File: config.mk
export PLATFORM = sky130hd
export DESIGN_NAME = rieu_controller
export DESIGN_NICKNAME = d
export VERILOG_FILES = /design/src/rtl/rieu_pkg.sv /design/src/rtl/rieu_controller.sv
export VERILOG_INCLUDE_DIRS = /design/src /design/src/rtl
export SDC_FILE = /design/constraint.sdc
export NUM_CORES = 1
export LEC_CHECK = 0
export BUFFER_PORTS_ARGS = -buffer_cell sky130_fd_sc_hd__buf_4
export CORE_AREA = 10 10 47 49
export CTS_CLUSTER_DIAMETER = 40
export CTS_CLUSTER_SIZE = 20
export DETAILED_ROUTE_END_ITERATION = 7
export DIE_AREA = 0 0 57 59
export GPL_ROUTABILITY_DRIVEN = 0
export PLACE_DENSITY = 0.57
export RECOVER_POWER = 100
export SLEW_MARGIN = 20
export SYNTH_ARGS = -nofsm -noshare
export SYNTH_HDL_FRONTEND = slang
export SYNTH_SLANG_ARGS = --single-unit
File: constraint.sdc
create_clock -name clock -period 1.5 [get_ports clock]
set_clock_uncertainty 0.05 [all_clocks]
set_input_delay 0.3 -clock clock [delete_from_list [all_inputs] [get_ports clock]]
set_output_delay 0.3 -clock clock [all_outputs]
set_load 0.005 [all_outputs]
File: src/rtl/risc_integer_execute_unit_assert.svh
// Assertion macros shared by the execute unit modules.
`ifndef RISC_INTEGER_EXECUTE_UNIT_ASSERT_SVH
`define RISC_INTEGER_EXECUTE_UNIT_ASSERT_SVH
// Implication checked every cycle outside reset.
`define RIEU_ASSERT_IMP(label, clk, rst, ante, cons) \
   label: assert property (@(posedge clk) disable iff (rst) (ante) |-> (cons)) \
      else $error("assertion failed");
// Next-cycle implication checked outside reset.
`define RIEU_ASSERT_NEXT(label, clk, rst, ante, cons) \
   label: assert property (@(posedge clk) disable iff (rst) (ante) |=> (cons)) \
      else $error("assertion failed");
`endif

File: src/rtl/rieu_pkg.sv
// ----------------------------------------------------------------------------
// rieu_pkg
// Types and constants of the integer execute unit.
// ----------------------------------------------------------------------------
package rieu_pkg;

   typedef enum logic [4:0] {
      OP_ADD = 5'd0, OP_ADDI = 5'd1, OP_AND = 5'd2, OP_OR = 5'd3, OP_XOR = 5'd4,
      OP_SUB = 5'd5, OP_SLT = 5'd6, OP_SLL = 5'd7, OP_SRL = 5'd8, OP_ROTR = 5'd9,
      OP_LUI = 5'd10, OP_MULT = 5'd11, OP_DIV = 5'd12, OP_MFHI = 5'd13,
      OP_MFLO = 5'd14, OP_BEQ = 5'd15, OP_BNE = 5'd16, OP_BGTZ = 5'd17,
      OP_BLEZ = 5'd18, OP_J = 5'd19, OP_JAL = 5'd20, OP_JR = 5'd21,
      OP_LW = 5'd22, OP_SW = 5'd23
   } opcode_type;

   localparam logic [4:0] LINK_REGISTER = 5'd31;
   localparam logic [31:0] LINK_OFFSET = 32'd8;
   localparam int DIV_STEPS = 32;

   typedef struct packed {
      logic start;      // latch item, operands read
      logic execute;    // perform non-iterative work
      logic div_start;  // begin iterative divide
      logic div_step;   // one restoring step
      logic div_finish; // write quotient and remainder
   } cmd_type;

   typedef struct packed {
      logic is_div;
      logic div_last;
   } status_type;

   typedef struct packed {
      logic [4:0]  operation;
      logic [4:0]  source_a;
      logic [4:0]  source_b;
      logic [4:0]  destination;
      logic [4:0]  shift_amount;
      logic signed [15:0] immediate;
      logic [25:0] jump_target;
      logic [31:0] memory_base;
      logic [31:0] load_data;
   } request_type;

   typedef struct packed {
      logic [31:0] program_counter;
      logic        branch_taken;
      logic [31:0] memory_address;
      logic        memory_read;
      logic        memory_write;
      logic [31:0] store_data;
      logic        divide_by_zero;
   } response_type;

endpackage

File: src/rtl/rieu_controller.sv
// ----------------------------------------------------------------------------
// rieu_controller
// Sequences accept, execute, divide iterations and result delivery.
// ----------------------------------------------------------------------------
`include "risc_integer_execute_unit_assert.svh"
module rieu_controller (
   input  logic clock,
   input  logic reset,
   input  logic req_valid,
   output logic req_ready,
   output logic rsp_valid,
   input  logic rsp_ready,
   input  rieu_pkg::status_type status,
   output rieu_pkg::cmd_type cmd
);
   typedef enum logic [4:0] {
      ST_IDLE = 5'b00001, ST_EXEC = 5'b00010, ST_DIV = 5'b00100,
      ST_DFIN = 5'b01000, ST_OUT = 5'b10000
   } state_type;

   state_type state_ff, state_in;
   logic      accept;
   logic      out_done;

   assign out_done  = (state_ff == ST_OUT) && rsp_ready;
   assign req_ready = (state_ff == ST_IDLE) || out_done;
   assign accept    = req_valid && req_ready;
   assign rsp_valid = (state_ff == ST_OUT);

   always_comb begin
      state_in = state_ff;
      cmd = '0;
      cmd.start = accept;
      case (state_ff)
         ST_IDLE: begin
            if (accept) state_in = ST_EXEC;
         end
         ST_EXEC: begin
            if (status.is_div) begin
               cmd.div_start = 1'b1;
               state_in = ST_DIV;
            end else begin
               cmd.execute = 1'b1;
               state_in = ST_OUT;
            end
         end
         ST_DIV: begin
            cmd.div_step = 1'b1;
            if (status.div_last) state_in = ST_DFIN;
         end
         ST_DFIN: begin
            cmd.div_finish = 1'b1;
            state_in = ST_OUT;
         end
         ST_OUT: begin
            if (accept) state_in = ST_EXEC;
            else if (rsp_ready) state_in = ST_IDLE;
         end
         default: state_in = ST_IDLE;
      endcase
   end

   always_ff @(posedge clock) begin
      if (reset) state_ff <= ST_IDLE;
      else state_ff <= state_in;
   end

   `RIEU_ASSERT_IMP(a_onehot, clock, reset, 1'b1, $onehot(state_ff))
   `RIEU_ASSERT_IMP(a_no_accept_busy, clock, reset,
      (state_ff == ST_DIV) || (state_ff == ST_EXEC), !req_ready)
   `RIEU_ASSERT_NEXT(a_accept_exec, clock, reset, accept, state_ff == ST_EXEC)
endmodule

==> metrics.md <==
| Metric | Value |
|---|---|
| Number of DRC markers in iteration 0 | `5` |
| Gr usage total | `7.62%` |
| CTS clk-pin slew, worst paths | `0.04 ns` |
| Tcrit/Tclk final | `112%` |
| Initial core utilization | `24.6%` |
| CTS tree | `yes` |
| Core region area | `0.00140 sq mm` |
| Max-slew violation count | `0` |
| Cell accounting for the most synthesized area | `dfxtp_1` |
| Synthesized area | `345 sq um` |
| Fin area | `728 sq um` |
| RSZ-0062 raised after global routing | `yes` |
| Leading post-synthesis cells by instance count | `dfxtp_1 (5), nor2_1 (5), inv_1 (4), nor2b_1 (4), nand2_1 (3)` |
| Storage element area | `114 sq um` |
| Placed cell area | `500 sq um` |
| Cell Count Post-Placement | `76` |
| Vias per std cell | `5.05` |
| Mean Syn Cell Area | `8.03 sq um` |
| Worst-margin pin slew | `0.189 ns` |
| Fin cells | `92` |
| Number of port buffers | `12` |
| Die height | `59 um` |
| Routed vias | `465` |
| Worst VDD drop | `352 uV` |
| Largest register by flop count | `state_ff` |
| Vias in the first global route | `488` |
| Max Clock Freq | `0.597 GHz` |
| Final nets | `83` |
| Largest net degree at the start of global routing | `8` |
| Largest registers | `state_ff x5` |
| Critical-path cell list | `or3_4 > a21oi_4 > and2_4 > buf_6` |
| Status | `complete, but fails checks` |
| Root buf cell | `clkbuf_4` |
| Final ANT Viol Nets | `0` |
| CTS sink cnt | `5` |
| Critical path data required time | `1.15 ns` |
| Clock latency on the worst-skew pair | `0.24 ns` |
| Max-Cap Viols | `0` |
| DRC errors left | `0` |
| Seq/Total Area, Yosys | `29.0%` |
| Final setup fails | `6` |
| CP max stage delay | `0.38 ns` |
| Largest register FFs | `5` |
| Pleak | `0.327 nW` |
| Setup ws final | `-0.175 ns` |
| HPWL after DPL | `828 um` |
| Initial antenna violation count | `0` |
| Top cells by area, synth | `dfxtp_1 (29%), nor2b_1 (7.2%), nor2_1 (5.4%), buf_4 (4.3%), inv_1 (4.3%)` |
| First drt pass iteration count | `4` |
| Top-area cell type share of the netlist area | `29.0%` |
| Area taken by multi-input logic gates | `287 sq um` |
| Die ar. | `0.00336 sq mm` |
| Main synth FF type | `dfxtp_1` |
| Final-report hold violation count | `0` |
| Ant. Diodes | `0` |
| Async S/R FF share, synth | `0%` |
| Relative slew slack | `87.3%` |
| CTS Buffer Depth | `2` |
| Distinct cells, synth | `25` |
| Hold crit path type | `in2reg` |
| H-tree levels | `1` |
| Place WS | `0.0283 ns` |
| CTS buffer count | `3` |
| Pwr dens | `644 mW/mm^2` |
| Yosys reg bits | `5` |
| Setup crit start kind | `register` |
| Mapped Cells | `43` |
| Filler cells | `138` |
| Share of cells above drive strength 1 | `67.1%` |
| First-pass GRT wire length | `2.04 mm` |
| Min Tclk post-route | `1.68 ns` |
| DR WL/cell | `13.8 um` |
| Grt ovf | `0` |
| Slowest cell on crit path | `or3_4` |
| Critical path class | `reg2out` |
| Row count | `14` |
| EDFF count, synth | `0` |
| Syn-to-layout area delta | `111%` |
| Syn Nets | `49` |
| CP Capture Type | `output port` |
| CP max FO | `3` |
| Die X | `57 um` |
| Num ports | `13` |
| Synth warn | `0` |
| Total power | `0.000469 W` |
| Drt total wl | `1.27 mm` |
| Worst Path Arrival | `1.33 ns` |
| Failing checks | `setup timing` |
## area by class of cell
class,instances,area share [%]
sequential,5,15.6
inverter,4,2.06
timing repair buffer,32,36.6
clock buffer,4,3.61
tap,16,2.75
multi-input combinational,31,39.3
## cell families (layout without fill, tap and decap cells)
logic type	after synthesis	in the layout	share of synthesized area, %
buffers and inverters	7	40	10.1
DFF	5	5	29.0
xor gates and xnor gates	1	1	2.54
AOI/OAI and AO/OA	6	6	14.9
and+or+nand+nor	24	24	43.5
## layout by cell type (no fill, tap or decap), types with 2 or more instances in the layout
master	count
buf_4	25
buf_6	7
clkbuf_4	3
dfxtp_2	2
dfxtp_4	3
inv_1	3
nand2_1	3
nor2_4	3
nor2b_1	4
## metrics by stage
| step | setup TNS [ns] | hold WS (ns) | util [%] |
|---|---|---|---|
| floorplan | 0 | 0.319 | - |
| global placement | 0 | 0.467 | 35.7 |
| detailed placement | 0 | 0.466 | 35.7 |
| CTS | -0.592 | 0.194 | 46.9 |
| global route | -1.04 | 0.208 | 52.0 |
| finish | -0.545 | 0.202 | 52.0 |
## worst max-delay path: cells and delay by family, from the launching register on
family | cells | cell delay, ns
AND/OR/NAND/NOR | 2 | 0.54
flip-flops | 1 | 0.34
AO/OA/AOI/OAI | 1 | 0.13
buffers and inverters | 1 | 0.08
## final timing paths
| check | slack [ns] | startpoint | depth (start not counted) | to |
|---|---|---|---|---|
| max | -0.18 | state_ff[3] | 4 | cmd[4] |
| min reg2reg | 0.63 | state_ff[3] | 4 | state_ff[4] |
| max reg2reg | 0 | state_ff[4] | 6 | state_ff[0] |
| min | 0.20 | reset | 2 | state_ff[4] |
## metal layers
layer  wire length [um]  global-route usage (%)  part of all wire, %  vias up
li1                   -                       -                    -      221
met1                500                    7.64                   39      224
met2                668                    13.0                   53       18
met3                 96                    2.79                  7.6        2
met4                  4                    5.03                 0.31        0
met5                  0                       0                    0        -
## power breakdown
part / internal (W) / switching (W) / total [W]
Clock: 0.000101 / 0.0000557 / 0.000156
Combinational: 0.000103 / 0.0000599 / 0.000163
Sequential: 0.000138 / 0.0000116 / 0.000150
Total: 0.000342 / 0.000127 / 0.000469
## repair_timing
item	4_1_cts	5_1_grt
pin swaps	9	9
hold buffers	0	0
gates resized for setup	19	12
setup buffers	9	3
endpoints found under the setup margin	7	8
endpoints found under the hold margin	0	0
(Power assumes the default switching activity.)
